**config.mk**
```make
export PLATFORM = sky130hd
export DESIGN_NAME = byte_occupancy_allocator
export DESIGN_NICKNAME = d
export VERILOG_FILES = /design/src/rtl/boa_pkg.sv /design/src/rtl/byte_occupancy_allocator.sv
export SDC_FILE = /design/constraint.sdc
export NUM_CORES = 1
export LEC_CHECK = 0
export BUFFER_PORTS_ARGS = -buffer_cell sky130_fd_sc_hd__buf_2
export CAP_MARGIN = 20
export CORE_UTILIZATION = 42
export CTS_CLUSTER_DIAMETER = 60
export DETAILED_ROUTE_END_ITERATION = 12
export PLACE_DENSITY = 0.6
export SLEW_MARGIN = 25
export SYNTH_ARGS = -nofsm -noshare
export SYNTH_HDL_FRONTEND = slang
export SYNTH_SLANG_ARGS = --single-unit
```
**constraint.sdc**
```tcl
create_clock -name clk -period 4.44 [get_ports clk]
set_input_delay 1.332 -clock clk [delete_from_list [all_inputs] [get_ports clk]]
set_output_delay 1.332 -clock clk [all_outputs]
set_load 0.02 [all_outputs]
```
**src/rtl/boa_pkg.sv**
```systemverilog
// Package with the types and constants shared by the byte occupancy allocator.
`timescale 1ns / 1ps

package boa_pkg;

  localparam int BUF_BYTES = 256;
  localparam int ADDR_W    = $clog2(BUF_BYTES);
  localparam int CNT_W     = ADDR_W + 1;

  typedef enum logic [1:0] {
    CMD_CHECK   = 2'd0,
    CMD_RESERVE = 2'd1,
    CMD_RELEASE = 2'd2,
    CMD_FIND    = 2'd3
  } cmd_t;

  typedef enum logic [1:0] {
    STS_OK      = 2'd0,
    STS_RANGE   = 2'd1,
    STS_OVERLAP = 2'd2,
    STS_NORUN   = 2'd3
  } status_t;

  typedef enum logic [2:0] {
    ST_IDLE,
    ST_SCAN,
    ST_FIND,
    ST_WRITE,
    ST_DONE
  } state_t;

endpackage

```
**src/rtl/byte_occupancy_allocator.sv**
```systemverilog
// Top level of the byte occupancy allocator: bitmap, command sequencer and result register.
// Check scans the range; reserve scans the range and then writes it.
// Release writes the range without a scan; find scans the buffer from byte zero.
// Out-of-range and zero-length commands go straight to the result state.
// Every cycle handles one byte through the single-port occupancy memory, so one command
// runs at a time; busy stays high through its one-cycle result strobe, which cannot stall.
// Synchronous reset frees every byte at once through per-byte valid flags and clears the mark.
`timescale 1ns / 1ps

module byte_occupancy_allocator (
  input  logic       clk,
  input  logic       rst_n,
  input  logic       start,
  output logic       busy,
  input  logic [1:0] in_command,
  input  logic [7:0] in_start_offset,
  input  logic [8:0] in_range_length,
  input  logic [8:0] in_align_step,
  output logic       out_valid,
  output logic [1:0] out_status,
  output logic [7:0] out_found_offset,
  output logic [7:0] out_conflict_index,
  output logic [8:0] out_used_end
);

  localparam int AW = boa_pkg::ADDR_W;
  localparam int CW = boa_pkg::CNT_W;
  localparam logic [CW:0]   BUF_SIZE = (CW+1)'(boa_pkg::BUF_BYTES);
  localparam logic [AW-1:0] LAST_IDX = AW'(boa_pkg::BUF_BYTES - 1);

  boa_pkg::state_t  state_r, state_nxt;
  boa_pkg::cmd_t    cmd_r, cmd_nxt;
  boa_pkg::status_t status_r, status_nxt;

  logic [AW-1:0] start_r, start_nxt;
  logic [CW-1:0] len_r, len_nxt;
  logic [CW-1:0] align_r, align_nxt;
  logic [AW-1:0] idx_r, idx_nxt;
  logic [AW-1:0] pidx_r;
  logic          pend_r, pend_nxt;
  logic [CW-1:0] cnt_r, cnt_nxt;
  logic [CW-1:0] run_r, run_nxt;
  logic          in_run_r, in_run_nxt;
  logic [AW-1:0] cand_r, cand_nxt;
  logic [CW-1:0] ph_r, ph_nxt;
  logic [CW-1:0] hw_r, hw_nxt;
  logic [AW-1:0] found_r, found_nxt;
  logic [AW-1:0] conflict_r, conflict_nxt;

  logic                      occ_mem [boa_pkg::BUF_BYTES];
  logic [boa_pkg::BUF_BYTES-1:0] valid_r;
  logic                      rd_mem_r;
  logic                      rd_vld_r;
  logic                      occ_bit;
  logic                      wr_en;
  logic                      wr_data;

  logic [CW:0]   in_end;
  logic [CW:0]   cur_end;
  logic [CW-1:0] in_len;
  logic [AW-1:0] in_start;
  logic [CW-1:0] new_run;
  logic          run_ok;
  logic [AW-1:0] cand_new;
  logic [CW-1:0] ph_inc;

  assign in_len   = CW'(in_range_length);
  assign in_start = AW'(in_start_offset);
  assign in_end   = (CW+1)'(in_start) + (CW+1)'(in_len);
  assign cur_end  = (CW+1)'(start_r) + (CW+1)'(len_r);
  assign occ_bit  = rd_mem_r & rd_vld_r;
  assign new_run  = in_run_r ? run_r + CW'(1) : CW'(1);
  assign run_ok   = !occ_bit && (in_run_r || (ph_r == '0));
  assign cand_new = in_run_r ? cand_r : pidx_r;
  assign ph_inc   = ph_r + CW'(1);

  always_ff @(posedge clk) begin
    if (wr_en) begin
      occ_mem[idx_r] <= wr_data;
    end
    rd_mem_r <= occ_mem[idx_r];
    rd_vld_r <= valid_r[idx_r];
    pidx_r   <= idx_r;
  end

  always_ff @(posedge clk) begin
    if (!rst_n) begin
      valid_r <= '0;
    end else if (wr_en) begin
      valid_r[idx_r] <= 1'b1;
    end
  end

  always_ff @(posedge clk) begin
    if (!rst_n) begin
      state_r  <= boa_pkg::ST_IDLE;
      hw_r     <= '0;
      pend_r   <= 1'b0;
      in_run_r <= 1'b0;
    end else begin
      state_r  <= state_nxt;
      hw_r     <= hw_nxt;
      pend_r   <= pend_nxt;
      in_run_r <= in_run_nxt;
    end
  end

  always_ff @(posedge clk) begin
    cmd_r      <= cmd_nxt;
    status_r   <= status_nxt;
    start_r    <= start_nxt;
    len_r      <= len_nxt;
    align_r    <= align_nxt;
    idx_r      <= idx_nxt;
    cnt_r      <= cnt_nxt;
    run_r      <= run_nxt;
    cand_r     <= cand_nxt;
    ph_r       <= ph_nxt;
    found_r    <= found_nxt;
    conflict_r <= conflict_nxt;
  end

  always_comb begin
    state_nxt    = state_r;
    cmd_nxt      = cmd_r;
    status_nxt   = status_r;
    start_nxt    = start_r;
    len_nxt      = len_r;
    align_nxt    = align_r;
    idx_nxt      = idx_r;
    pend_nxt     = 1'b0;
    cnt_nxt      = cnt_r;
    run_nxt      = run_r;
    in_run_nxt   = in_run_r;
    cand_nxt     = cand_r;
    ph_nxt       = ph_r;
    hw_nxt       = hw_r;
    found_nxt    = found_r;
    conflict_nxt = conflict_r;
    wr_en        = 1'b0;
    wr_data      = (cmd_r == boa_pkg::CMD_RESERVE);

    unique case (state_r)
      boa_pkg::ST_IDLE: begin
        if (start) begin
          cmd_nxt      = boa_pkg::cmd_t'(in_command);
          start_nxt    = in_start;
          len_nxt      = in_len;
          align_nxt    = (in_align_step == '0) ? CW'(1) : CW'(in_align_step);
          idx_nxt      = in_start;
          cnt_nxt      = in_len;
          status_nxt   = boa_pkg::STS_OK;
          found_nxt    = '0;
          conflict_nxt = '0;
          in_run_nxt   = 1'b0;
          run_nxt      = '0;
          cand_nxt     = '0;
          ph_nxt       = '0;
          if (in_command == boa_pkg::CMD_FIND) begin
            idx_nxt = '0;
            if (in_len == '0) begin
              state_nxt = boa_pkg::ST_DONE;
            end else if ((CW+1)'(in_len) > BUF_SIZE) begin
              status_nxt = boa_pkg::STS_NORUN;
              state_nxt  = boa_pkg::ST_DONE;
            end else begin
              state_nxt = boa_pkg::ST_FIND;
            end
          end else if (in_end > BUF_SIZE) begin
            status_nxt = boa_pkg::STS_RANGE;
            state_nxt  = boa_pkg::ST_DONE;
          end else if (in_len == '0) begin
            if (in_command == boa_pkg::CMD_RESERVE && CW'(in_start) > hw_r) begin
              hw_nxt = CW'(in_start);
            end
            state_nxt = boa_pkg::ST_DONE;
          end else if (in_command == boa_pkg::CMD_RELEASE) begin
            state_nxt = boa_pkg::ST_WRITE;
          end else begin
            state_nxt = boa_pkg::ST_SCAN;
          end
        end
      end
      boa_pkg::ST_SCAN: begin
        idx_nxt  = idx_r + AW'(1);
        pend_nxt = 1'b1;
        if (pend_r) begin
          if (occ_bit) begin
            status_nxt   = boa_pkg::STS_OVERLAP;
            conflict_nxt = pidx_r;
            pend_nxt     = 1'b0;
            state_nxt    = boa_pkg::ST_DONE;
          end else if (cnt_r == CW'(1)) begin
            pend_nxt = 1'b0;
            if (cmd_r == boa_pkg::CMD_RESERVE) begin
              idx_nxt   = start_r;
              cnt_nxt   = len_r;
              state_nxt = boa_pkg::ST_WRITE;
            end else begin
              state_nxt = boa_pkg::ST_DONE;
            end
          end else begin
            cnt_nxt = cnt_r - CW'(1);
          end
        end
      end
      boa_pkg::ST_FIND: begin
        idx_nxt  = idx_r + AW'(1);
        pend_nxt = 1'b1;
        if (pend_r) begin
          if (run_ok && new_run == len_r) begin
            status_nxt = boa_pkg::STS_OK;
            found_nxt  = cand_new;
            pend_nxt   = 1'b0;
            state_nxt  = boa_pkg::ST_DONE;
          end else if (pidx_r == LAST_IDX) begin
            status_nxt = boa_pkg::STS_NORUN;
            pend_nxt   = 1'b0;
            state_nxt  = boa_pkg::ST_DONE;
          end else begin
            in_run_nxt = run_ok;
            run_nxt    = new_run;
            cand_nxt   = cand_new;
            ph_nxt     = (ph_inc == align_r) ? '0 : ph_inc;
          end
        end
      end
      boa_pkg::ST_WRITE: begin
        wr_en   = 1'b1;
        idx_nxt = idx_r + AW'(1);
        cnt_nxt = cnt_r - CW'(1);
        if (cnt_r == CW'(1)) begin
          state_nxt = boa_pkg::ST_DONE;
          if (cmd_r == boa_pkg::CMD_RESERVE) begin
            if (cur_end > (CW+1)'(hw_r)) begin
              hw_nxt = CW'(cur_end);
            end
          end else if (cur_end == (CW+1)'(hw_r)) begin
            hw_nxt = CW'(start_r);
          end
        end
      end
      boa_pkg::ST_DONE: begin
        state_nxt = boa_pkg::ST_IDLE;
      end
      default: begin
        state_nxt = boa_pkg::ST_IDLE;
      end
    endcase
  end

  assign busy               = (state_r != boa_pkg::ST_IDLE);
  assign out_valid          = (state_r == boa_pkg::ST_DONE);
  assign out_status         = status_r;
  assign out_found_offset   = 8'(found_r);
  assign out_conflict_index = 8'(conflict_r);
  assign out_used_end       = 9'(hw_r);

  // A transfer in starts a command, so the block reports busy on the next cycle.
  a_accept_busy: assert property (@(posedge clk) disable iff (!rst_n)
    (start && !busy) |=> busy)
    else $error("accepted command did not raise busy");

  // Each command yields a single result strobe and then returns to idle.
  a_single_strobe: assert property (@(posedge clk) disable iff (!rst_n)
    out_valid |=> (!out_valid && !busy))
    else $error("result strobe lasted more than one cycle");

  // A conflict index is only reported alongside an overlap status.
  a_conflict_clear: assert property (@(posedge clk) disable iff (!rst_n)
    (out_valid && out_status != boa_pkg::STS_OVERLAP) |-> (out_conflict_index == '0))
    else $error("conflict index set without overlap");

  // A failed search leaves the found offset at zero.
  a_norun_offset: assert property (@(posedge clk) disable iff (!rst_n)
    (out_valid && out_status == boa_pkg::STS_NORUN) |-> (out_found_offset == '0))
    else $error("found offset set on failed search");

endmodule

```
==> results.py, run 1 <==
metrics = {
    "sta": {
        "max_freq_mhz": 251,
        "whs_ns": 0.457,
        "finClkSkew_ns": 0.0195,
        "maxSlewViolCount": 0,
        "rsz0062_at_grt": "false",
        "tightest_slew_ns": 0.984,
        "period_needed_ns": 3.99,
        "setup_violations": 0,
        "hold_violations": 0,
        "maxSlewHeadroom": 0.344,
        "final.setup.tns_ns": 0,
        "period_share": 0.899,
    },
    "run_status": {
        "status": "finished clean",
    },
    "detailed_routing": {
        "antenna_left": 0,
        "via_per_inst": 5.69,
        "drt_first_pass_iters": 5,
        "avgRoutedWirePerCell_um": 22.0,
        "drt-initial-drc-count": 1541,
        "drc": 0,
        "dr_total_vias": 17153,
        "wl_um": 66200,
    },
    "layout": {
        "synthToLayoutAreaGrowth_pct": 14.0,
        "seq_area_mm2": 0.0160,
        "n_antenna_cell": 0,
        "multi_input_area_mm2": 0.0103,
        "layout-drive-gt1-share": 0.188,
        "nets": 2187,
        "nFillCells": 5446,
        "final_area_mm2": 0.0307,
    },
    "place": {
        "io_buffers": 59,
        "place.gp.congestion": 0.885,
        "dpl-instance-area_mm2": 0.0284,
        "place_hpwl_um": 42200,
    },
    "synthesis": {
        "synth_edf_count": 345,
        "synthFlopType": "edfxtp_1",
        "ys_ff_latch": 625,
        "synth_area_mm2": 0.0269,
        "synthCells": 2056,
        "ys_types": 71,
        "async_flop_share": 0,
        "ys_warn_count": 0,
        "synth.avg_cell_area_um2": 13.1,
        "synth_nets": 2133,
        "yosysSeqAreaShare": 0.593,
    },
    "critical_path": {
        "cp_top_family": "compound AO/OA/AOI/OAI gates",
        "cp_slowest_stage_delay_ns": 0.50,
        "start_kind": "flip-flop",
        "cp_data_required_time_ns": 4.92,
        "cpMostUsedCell": "a21oi_1",
        "worstPathArrival_ns": 4.47,
        "slowest_stage": "edfxtp_1",
        "worstPathCellList": "ha_1 > inv_1 > fa_1 > nor2b_1 > o21ai_0 > a21oi_1 > a21oi_1 > a21oi_1 > xor2_1 > ha_1 > a21oi_1 > o31ai_1 > a31oi_1 > nor4_1 > a211oi_1 > a21bo_1 > mux2i_1",
        "worstPathMaxFanout": 8,
        "cp-end-kind": "flip-flop",
        "cp_num_buf_inv": 1,
        "crit_type": "flip-flop to flip-flop",
    },
    "floorplan": {
        "die_area_mm2": 0.0652,
        "die_h_um": 255,
        "rows": 92,
        "coreArea_mm2": 0.0632,
        "die_x_um": 255,
        "start_util": 0.426,
        "io_pins": 60,
    },
    "pwr": {
        "vdd_drop_max_uv": 253,
        "power_mw": 16.2,
        "p_leak_nw": 10.5,
        "powerDensity_mw_per_mm2": 528,
    },
    "clock_network": {
        "cts_sinks": 625,
        "cts_tree": "built",
        "cts-root-buf": "clkbuf_16",
        "clk-insertion-delay-late_ns": 0.61,
        "cts_hold_buf": 0,
        "cts_max_level": 3,
        "cts_setup_buffers": 0,
        "cts.path.max_buffers": 3,
        "cts.reportedPaths.clkPinSlew_ns": 0.06,
        "cts_resized": 0,
        "numCtsBuffers": 69,
    },
    "run": {
        "maxCapViolations": 0,
    },
    "worst_hold_path": {
        "worstHoldPathType": "flip-flop to flip-flop",
    },
    "global_routing": {
        "antenna_found_initial": 0,
        "grt_remaining_overflow": 0,
        "grt_pass1_vias": 17419,
        "grt_max_degree": 199,
        "track_usage": 0.208,
        "grt_pass1_wl_um": 103000,
    },
}
## cells in the final DEF (no fill, tap or decap), types with 21 or more instances in the layout
| cell type | synthesis | routed |
|---|---|---|
| o21ai_0 | 21 | 21 |
| inv_1 | 40 | 40 |
| clkbuf_16 | 0 | 69 |
| nand2_1 | 89 | 89 |
| mux4_2 | 160 | 160 |
| xnor2_1 | 25 | 25 |
| edfxtp_1 | 345 | 345 |
| xor2_1 | 23 | 23 |
| nand3_1 | 36 | 36 |
| a21oi_1 | 40 | 39 |
| buf_4 | 0 | 50 |
| buf_2 | 2 | 58 |
| ha_1 | 44 | 44 |
| dfxtp_1 | 280 | 280 |
| nor2_1 | 323 | 322 |
| o21a_1 | 261 | 261 |
## cells in the mapped netlist (5+ instances only)
master | n | share of area
a21o_1 | 5 | 0.0014
a21oi_1 | 40 | 0.0074
a22oi_1 | 19 | 0.0053
and2_1 | 6 | 0.0014
and3_1 | 19 | 0.0044
buf_1 | 18 | 0.0025
clkbuf_1 | 117 | 0.016
dfxtp_1 | 280 | 0.21
edfxtp_1 | 345 | 0.38
ha_1 | 44 | 0.020
inv_1 | 40 | 0.0056
mux2i_1 | 19 | 0.0071
mux4_2 | 160 | 0.13
nand2_1 | 89 | 0.012
nand2b_1 | 9 | 0.0021
nand3_1 | 36 | 0.0067
nand4_1 | 10 | 0.0023
nor2_1 | 323 | 0.045
nor2b_1 | 12 | 0.0028
nor3_1 | 12 | 0.0022
nor4_1 | 12 | 0.0028
o211ai_1 | 15 | 0.0042
o21a_1 | 261 | 0.073
o21ai_0 | 21 | 0.0039
o21ai_1 | 18 | 0.0033
xnor2_1 | 25 | 0.0081
xor2_1 | 23 | 0.0075
## logic make-up after synthesis
logic type | after synthesis | share of synthesized area
flip-flops | 625 | 0.593
AND/OR/NAND/NOR | 561 | 0.0925
AO/OA/AOI/OAI | 417 | 0.111
buffers and inverters | 178 | 0.0249
multiplexers | 180 | 0.141
adder cells (fa/ha/maj) | 46 | 0.0219
XOR/XNOR | 49 | 0.0164
## registers in the layout (all words and copies together), names as in the netlist, 8 cells and up
name and cells:
run_r 9, align_r 9, idx_r 8, out_used_end 9
out_found_offset 8, pidx_r 8, ph_r 9, valid_r 256
out_conflict_index 8, cand_r 8, start_r 8, occ_mem 256
cnt_r 9, len_r 9
## where the power goes
group          total, mW  switching, mW  leakage [nW]  internal [mW]
Sequential          6.87          0.355          5.47           6.51
Clock               5.78           2.38          1.14           3.40
Combinational       3.57           2.06          3.87           1.51
Total               16.2           4.79          10.5           11.4
## routing by layer
| layer | wire [µm] | up-vias | track usage | share of wire |
|---|---|---|---|---|
| met5 | 0 | - | 0 | 0 |
| met4 | 1590 | 0 | 0.0636 | 0.024 |
| met3 | 3580 | 106 | 0.0397 | 0.054 |
| met2 | 32400 | 480 | 0.349 | 0.49 |
| met1 | 28700 | 8735 | 0.274 | 0.43 |
| li1 | - | 7832 | - | - |
## path summary, 6_finish.rpt
check / startpoint / to / slack [ns] / cells past startpoint
worst min-delay path: valid_r[70] / valid_r[70] / 0.46 / 1
worst max-delay path: len_r[0] / out_used_end[2] / 0.45 / 17
worst max register to register: len_r[0] / out_used_end[2] / 0.45 / 17
worst min register to register: valid_r[70] / valid_r[70] / 0.46 / 1
## stage by stage
stage | utilization | std cells | worst slack, ns
final | 0.486 | 3012 | 0.450
after detailed placement | 0.449 | 2885 | 0.215
after global placement | 0.449 | 2885 | 0.178
after floorplan | - | 2056 | 0.599
after global routing | 0.486 | 3012 | 0.135
after CTS | 0.486 | 3012 | 0.492
## layout make-up
cell class,count,share of cell area
clock buffer,94,0.0632
clock inverter,33,0.0124
inverter,41,0.00517
multi-input combinational,1253,0.336
sequential,625,0.520
tap,846,0.0345
timing repair buffer,120,0.0293
Power figures use the tool's default switching activity.
==> inputs of run 2 (changes only) <==
CORE_UTILIZATION = 56   (was 42)
PLACE_DENSITY = 0.76   (was 0.6)
==> results.py, run 2 (synthesis results as in run 1) <==
metrics = {
    "detailed_routing": {
        "met2_length_um": 31000,
        "top_layer": "met4",
        "wl_um": 62600,
        "antenna_left": 0,
        "wl_met1_um": 25400,
        "avgRoutedWirePerCell_um": 22.7,
        "drc": 0,
        "via_per_inst": 6.24,
        "drt-initial-drc-count": 1582,
        "drt_first_pass_iters": 5,
        "dr_total_vias": 17209,
        "dr_wl_met3_um": 4440,
    },
    "critical_path": {
        "rr_worst_depth": 17,
        "start_kind": "flip-flop",
        "cp_slowest_stage_delay_ns": 0.49,
        "worstPathArrival_ns": 4.52,
        "cp-end-kind": "flip-flop",
        "cpMostUsedCell": "a21oi_1",
        "cp_data_required_time_ns": 4.99,
        "crit_type": "flip-flop to flip-flop",
        "worstPathCellList": "ha_1 > inv_1 > fa_1 > nor2b_1 > o21ai_0 > a21oi_1 > a21oi_1 > a21oi_1 > xor2_1 > ha_1 > nand4_1 > o31ai_1 > a31oi_1 > nor4_1 > a211oi_1 > a21bo_1 > mux2i_1",
        "worstPathMaxFanout": 8,
        "slowest_stage": "edfxtp_1",
    },
    "global_routing": {
        "grt_pass1_vias": 17637,
        "antenna_found_initial": 0,
        "track_usage": 0.260,
        "grt_pass1_wl_um": 98600,
        "grt_max_degree": 105,
        "grt_remaining_overflow": 0,
    },
    "floorplan": {
        "die_h_um": 221,
        "die_x_um": 221,
        "rows": 80,
        "start_util": 0.565,
        "io_pins": 60,
        "die_area_mm2": 0.0490,
        "coreArea_mm2": 0.0476,
    },
    "sta": {
        "finClkSkew_ns": 0.0150,
        "maxSlewViolCount": 0,
        "period_needed_ns": 3.97,
        "fin_ws_ns": 0.473,
        "rsz0062_at_grt": "false",
        "final.setup.tns_ns": 0,
        "maxSlewHeadroom": 0.305,
        "whs_ns": 0.461,
        "hold_violations": 0,
        "max_freq_mhz": 252,
        "tightest_slew_ns": 1.04,
        "setup_violations": 0,
        "period_share": 0.894,
    },
    "worst_hold_path": {
        "holdPathStages": 1,
        "worstHoldPathType": "flip-flop to flip-flop",
    },
    "pwr": {
        "p_int_mw": 10.9,
        "p_comb_frac": 0.224,
        "vdd_drop_max_uv": 437,
        "p_leak_nw": 10.3,
        "powerDensity_mw_per_mm2": 517,
        "power_mw": 15.5,
        "power.switching_mw": 4.57,
        "p_clk_frac": 0.335,
        "seqPwrFrac": 0.441,
        "power.share.switching": 0.294,
    },
    "layout": {
        "top_regs": "occ_mem (256), valid_r (256)",
        "nets": 2170,
        "synthToLayoutAreaGrowth_pct": 11.5,
        "stdcell_count": 2760,
        "n_antenna_cell": 0,
        "layout-drive-gt1-share": 0.181,
        "final_cell_mix": "345 x edfxtp_1, 322 x nor2_1, 280 x dfxtp_1",
        "final_common_cell": "edfxtp_1",
    },
    "clock_network": {
        "cts.reportedPaths.clkPinSlew_ns": 0.06,
        "cts.path.max_buffers": 3,
        "cts_hold_buf": 0,
        "cts_max_level": 2,
        "cts_resized": 0,
        "cts_setup_buffers": 0,
        "clk-insertion-delay-late_ns": 0.63,
        "numCtsBuffers": 60,
        "cts_sinks": 625,
        "cts_tree": "built",
        "cts-root-buf": "clkbuf_16",
    },
    "place": {
        "place_hpwl_um": 39400,
        "place.gp.congestion": 0.860,
        "dp_slack_ns": 0.175,
        "io_buffers": 59,
        "dp.cells": 2646,
    },
    "run": {
        "maxCapViolations": 0,
    },
    "run_status": {
        "status": "finished clean",
    },
}
==> run 2: cell count changes in the layout (fill, tap and decap cells not counted), moves of 2 or more <==
| cell | before | now |
|---|---|---|
| buf_12 | 11 | 6 |
| clkbuf_16 | 69 | 61 |
| clkinvlp_4 | 0 | 4 |
| inv_6 | 5 | 1 |
| clkbuf_1 | 13 | 15 |
| clkbuf_8 | 13 | 11 |
| clkinv_8 | 4 | 1 |
| clkinv_1 | 6 | 2 |
| buf_4 | 50 | 47 |
==> run 2: worst paths after layout <==
path,slack (ns),endpoint,from
max,0.47,out_used_end[6],len_r[0]
max reg2reg,0.47,out_used_end[6],len_r[0]
min,0.46,valid_r[42],valid_r[42]
min reg2reg,0.46,valid_r[42],valid_r[42]
==> run 2: critical path, delay by kind of cell, from the launching register on <==
family / cells / cell delay [ns]
AOI/OAI and AO/OA: 8 / 1.49
xor gates and xnor gates: 1 / 0.10
adders and majority gates: 3 / 0.99
buffers and inverters: 1 / 0.06
DFF: 1 / 0.49
muxes: 1 / 0.23
and+or+nand+nor: 3 / 0.53
==> run 2: power groups by stage <==
| stage | logic (mW) | registers, mW | clock network [mW] |
|---|---|---|---|
| final | 3.48 | 6.84 | 5.20 |
| after global routing | 3.76 | 6.87 | 5.50 |
| after CTS | 3.48 | 6.83 | 5.27 |
| after detailed placement | 3.46 | 6.95 | 0 |
| after global placement | 3.41 | 6.94 | 0 |
| after floorplan | 2.53 | 6.85 | 0 |
==> run 2: cell type report <==
| cell class | instances | area, µm² |
|---|---|---|
| fill | 3497 | 17600 |
| sequential | 625 | 16000 |
| multi-input combinational | 1253 | 10300 |
| clock buffer | 86 | 1720 |
| timing repair buffer | 112 | 777 |
| tap | 615 | 769 |
| clock inverter | 28 | 322 |
| inverter | 41 | 159 |
==> run 2: through the flow <==
stage | util | instance area, µm²
2_1_floorplan | - | 26900
3_3_place_gp | 0.587 | 28000
3_5_place_dp | 0.587 | 28000
4_1_cts | 0.630 | 30000
5_1_grt | 0.630 | 30000
6_report | 0.630 | 30000
==> run 2: layer usage <==
metal,up-vias,global-route usage
li1,7760,-
met4,0,0.0911
met3,132,0.0405
met2,684,0.440
met1,8633,0.343
met5,-,0
==> inputs of run 3 (changes only) <==
--- a/config.mk
+++ b/config.mk
@@ -8,4 +8,5 @@
 export BUFFER_PORTS_ARGS = -buffer_cell sky130_fd_sc_hd__buf_2
 export CAP_MARGIN = 20
+export CORE_MARGIN = 4
 export CORE_UTILIZATION = 56
 export CTS_CLUSTER_DIAMETER = 60
==> constraint.sdc (replaced) <==
create_clock -name clk -period 4.44 [get_ports clk]
set_input_delay 0.888 -clock clk [delete_from_list [all_inputs] [get_ports clk]]
set_output_delay 0.888 -clock clk [all_outputs]
set_load 0.02 [all_outputs]
==> results.py, run 3 (synthesis results as in run 1) <==
metrics = {
    "critical_path": {
        "worstPathCellList": "ha_1 > inv_1 > fa_1 > nor2b_1 > o21ai_0 > a21oi_1 > a21oi_1 > a21oi_1 > xor2_1 > ha_1 > a21oi_1 > o31ai_1 > a31oi_1 > nor4_1 > a211oi_1 > a21bo_1 > mux2i_1",
        "cp_slowest_stage_delay_ns": 0.47,
        "cp_top_family": "compound AO/OA/AOI/OAI gates",
        "worstPathMaxFanout": 8,
        "r2r-end": "out_used_end[1]",
        "cp_data_required_time_ns": 4.93,
        "r2r_start": "len_r[0]",
        "cp-end-kind": "flip-flop",
        "setup.worst_path.start": "len_r[0]",
        "worstPathArrival_ns": 4.45,
        "cpMostUsedCell": "a21oi_1",
        "slowest_stage": "edfxtp_1",
        "crit_type": "flip-flop to flip-flop",
        "endpoint": "out_used_end[1]",
        "cp_num_buf_inv": 1,
        "start_kind": "flip-flop",
        "rr_worst_depth": 17,
        "reg2reg_slack_ns": 0.47,
        "cp_num_cells": 17,
    },
    "clock_network": {
        "cts_sinks": 625,
        "numCtsBuffers": 61,
        "cts_max_level": 2,
        "cts.path.max_buffers": 3,
        "cts_tree": "built",
        "cts-root-buf": "clkbuf_16",
        "cts_hold_buf": 0,
        "cts_setup_buffers": 0,
        "cts.reportedPaths.clkPinSlew_ns": 0.06,
        "cts_resized": 0,
        "clk-insertion-delay-late_ns": 0.63,
    },
    "floorplan": {
        "die_x_um": 227,
        "rows": 80,
        "io_pins": 60,
        "start_util": 0.565,
        "coreArea_mm2": 0.0476,
        "die_h_um": 227,
        "die_area_mm2": 0.0517,
    },
    "detailed_routing": {
        "drt-initial-drc-count": 1588,
        "avgRoutedWirePerCell_um": 23.2,
        "antenna_left": 0,
        "via_per_inst": 6.30,
        "dr_total_vias": 17409,
        "drt_first_pass_iters": 5,
        "drc": 0,
        "wl_um": 64200,
    },
    "worst_hold_path": {
        "worstHoldPathType": "flip-flop to flip-flop",
        "min_from": "valid_r[230]",
    },
    "sta": {
        "setup_violations": 0,
        "period_needed_ns": 3.97,
        "period_share": 0.893,
        "finClkSkew_ns": 0.0187,
        "tightest_slew_ns": 1.06,
        "maxSlewViolCount": 0,
        "final.setup.tns_ns": 0,
        "max_freq_mhz": 252,
        "maxSlewHeadroom": 0.294,
        "rsz0062_at_grt": "false",
        "hold_violations": 0,
    },
    "global_routing": {
        "grt_remaining_overflow": 0,
        "use_met3": 0.0423,
        "grt_pass1_vias": 17863,
        "track_usage": 0.250,
        "grt_max_degree": 149,
        "antenna_found_initial": 0,
        "use_met1": 0.327,
        "met2_usage": 0.432,
        "grt-busiest-layer": "met2",
        "grt_pass1_wl_um": 100000,
    },
    "layout": {
        "nets": 2171,
        "synthToLayoutAreaGrowth_pct": 11.8,
        "final_core_util": 0.632,
        "final_common_cell": "edfxtp_1",
        "n_antenna_cell": 0,
        "layout-drive-gt1-share": 0.181,
        "final_area_mm2": 0.0301,
        "top_regs": "occ_mem (256), valid_r (256)",
        "final_cell_mix": "345 x edfxtp_1, 321 x nor2_1, 280 x dfxtp_1",
    },
    "run_status": {
        "status": "finished clean",
    },
    "pwr": {
        "vdd_drop_max_uv": 388,
        "p_leak_nw": 10.3,
        "powerDensity_mw_per_mm2": 520,
        "power_mw": 15.7,
    },
    "run": {
        "maxCapViolations": 0,
    },
    "place": {
        "place_hpwl_um": 39600,
        "io_buffers": 59,
        "dpl-instance-area_mm2": 0.0280,
        "place.gp.congestion": 0.892,
    },
}
==> run 3: changes by cell type in the layout (fill, tap and decap cells not counted), moves of 3 or more <==
| cell | delta |
|---|---|
| clkbuf_8 | +4 |
| clkinvlp_4 | -4 |
| buf_4 | -3 |
| clkinv_2 | -3 |
| clkinv_4 | -3 |
| inv_6 | +3 |
==> run 3: final cells by class <==
| class | instances | area (µm²) |
|---|---|---|
| Fill cell | 3476 | 17500 |
| Timing Repair Buffer | 112 | 822 |
| Multi-Input combinational cell | 1253 | 10300 |
| Sequential cell | 625 | 16000 |
| Inverter | 41 | 159 |
| Clock inverter | 24 | 263 |
| Clock buffer | 92 | 1830 |
| Tap cell | 615 | 769 |
==> run 3: power breakdown <==
part           total [mW]  switching, mW  internal, mW  leakage (nW)
registers            6.86          0.344          6.51          5.47
clock network        5.29           2.21          3.08          1.03
logic                3.51           2.03          1.48          3.84
total                15.7           4.59          11.1          10.3
==> run 3: layer usage <==
metal | share of wire | wire, µm | up-vias
met5 | 0 | 0 | -
met4 | 0.032 | 2060 | 0
met3 | 0.068 | 4370 | 156
met2 | 0.50 | 32000 | 658
met1 | 0.40 | 25700 | 8820
li1 | - | - | 7775
==> run 3: stage by stage <==
step           instances  setup slack, ns  hold slack, ns
6_report            2762            0.474           0.461
3_5_place_dp        2645            0.434           0.449
5_1_grt             2762            0.161           0.437
2_1_floorplan       2056            0.609           0.346
4_1_cts             2761            0.552           0.430
3_3_place_gp        2645            0.489           0.441
==> run 3: how the worst min path moves through the flow <==
stage                     slack [ns]  cells past startpoint            to
after floorplan                 0.35                      0     pidx_r[2]
after global placement          0.44                      1   valid_r[14]
after detailed placement        0.45                      1   valid_r[82]
after CTS                       0.43                      1    align_r[1]
after global routing            0.44                      1    align_r[1]
final                           0.46                      1  valid_r[230]
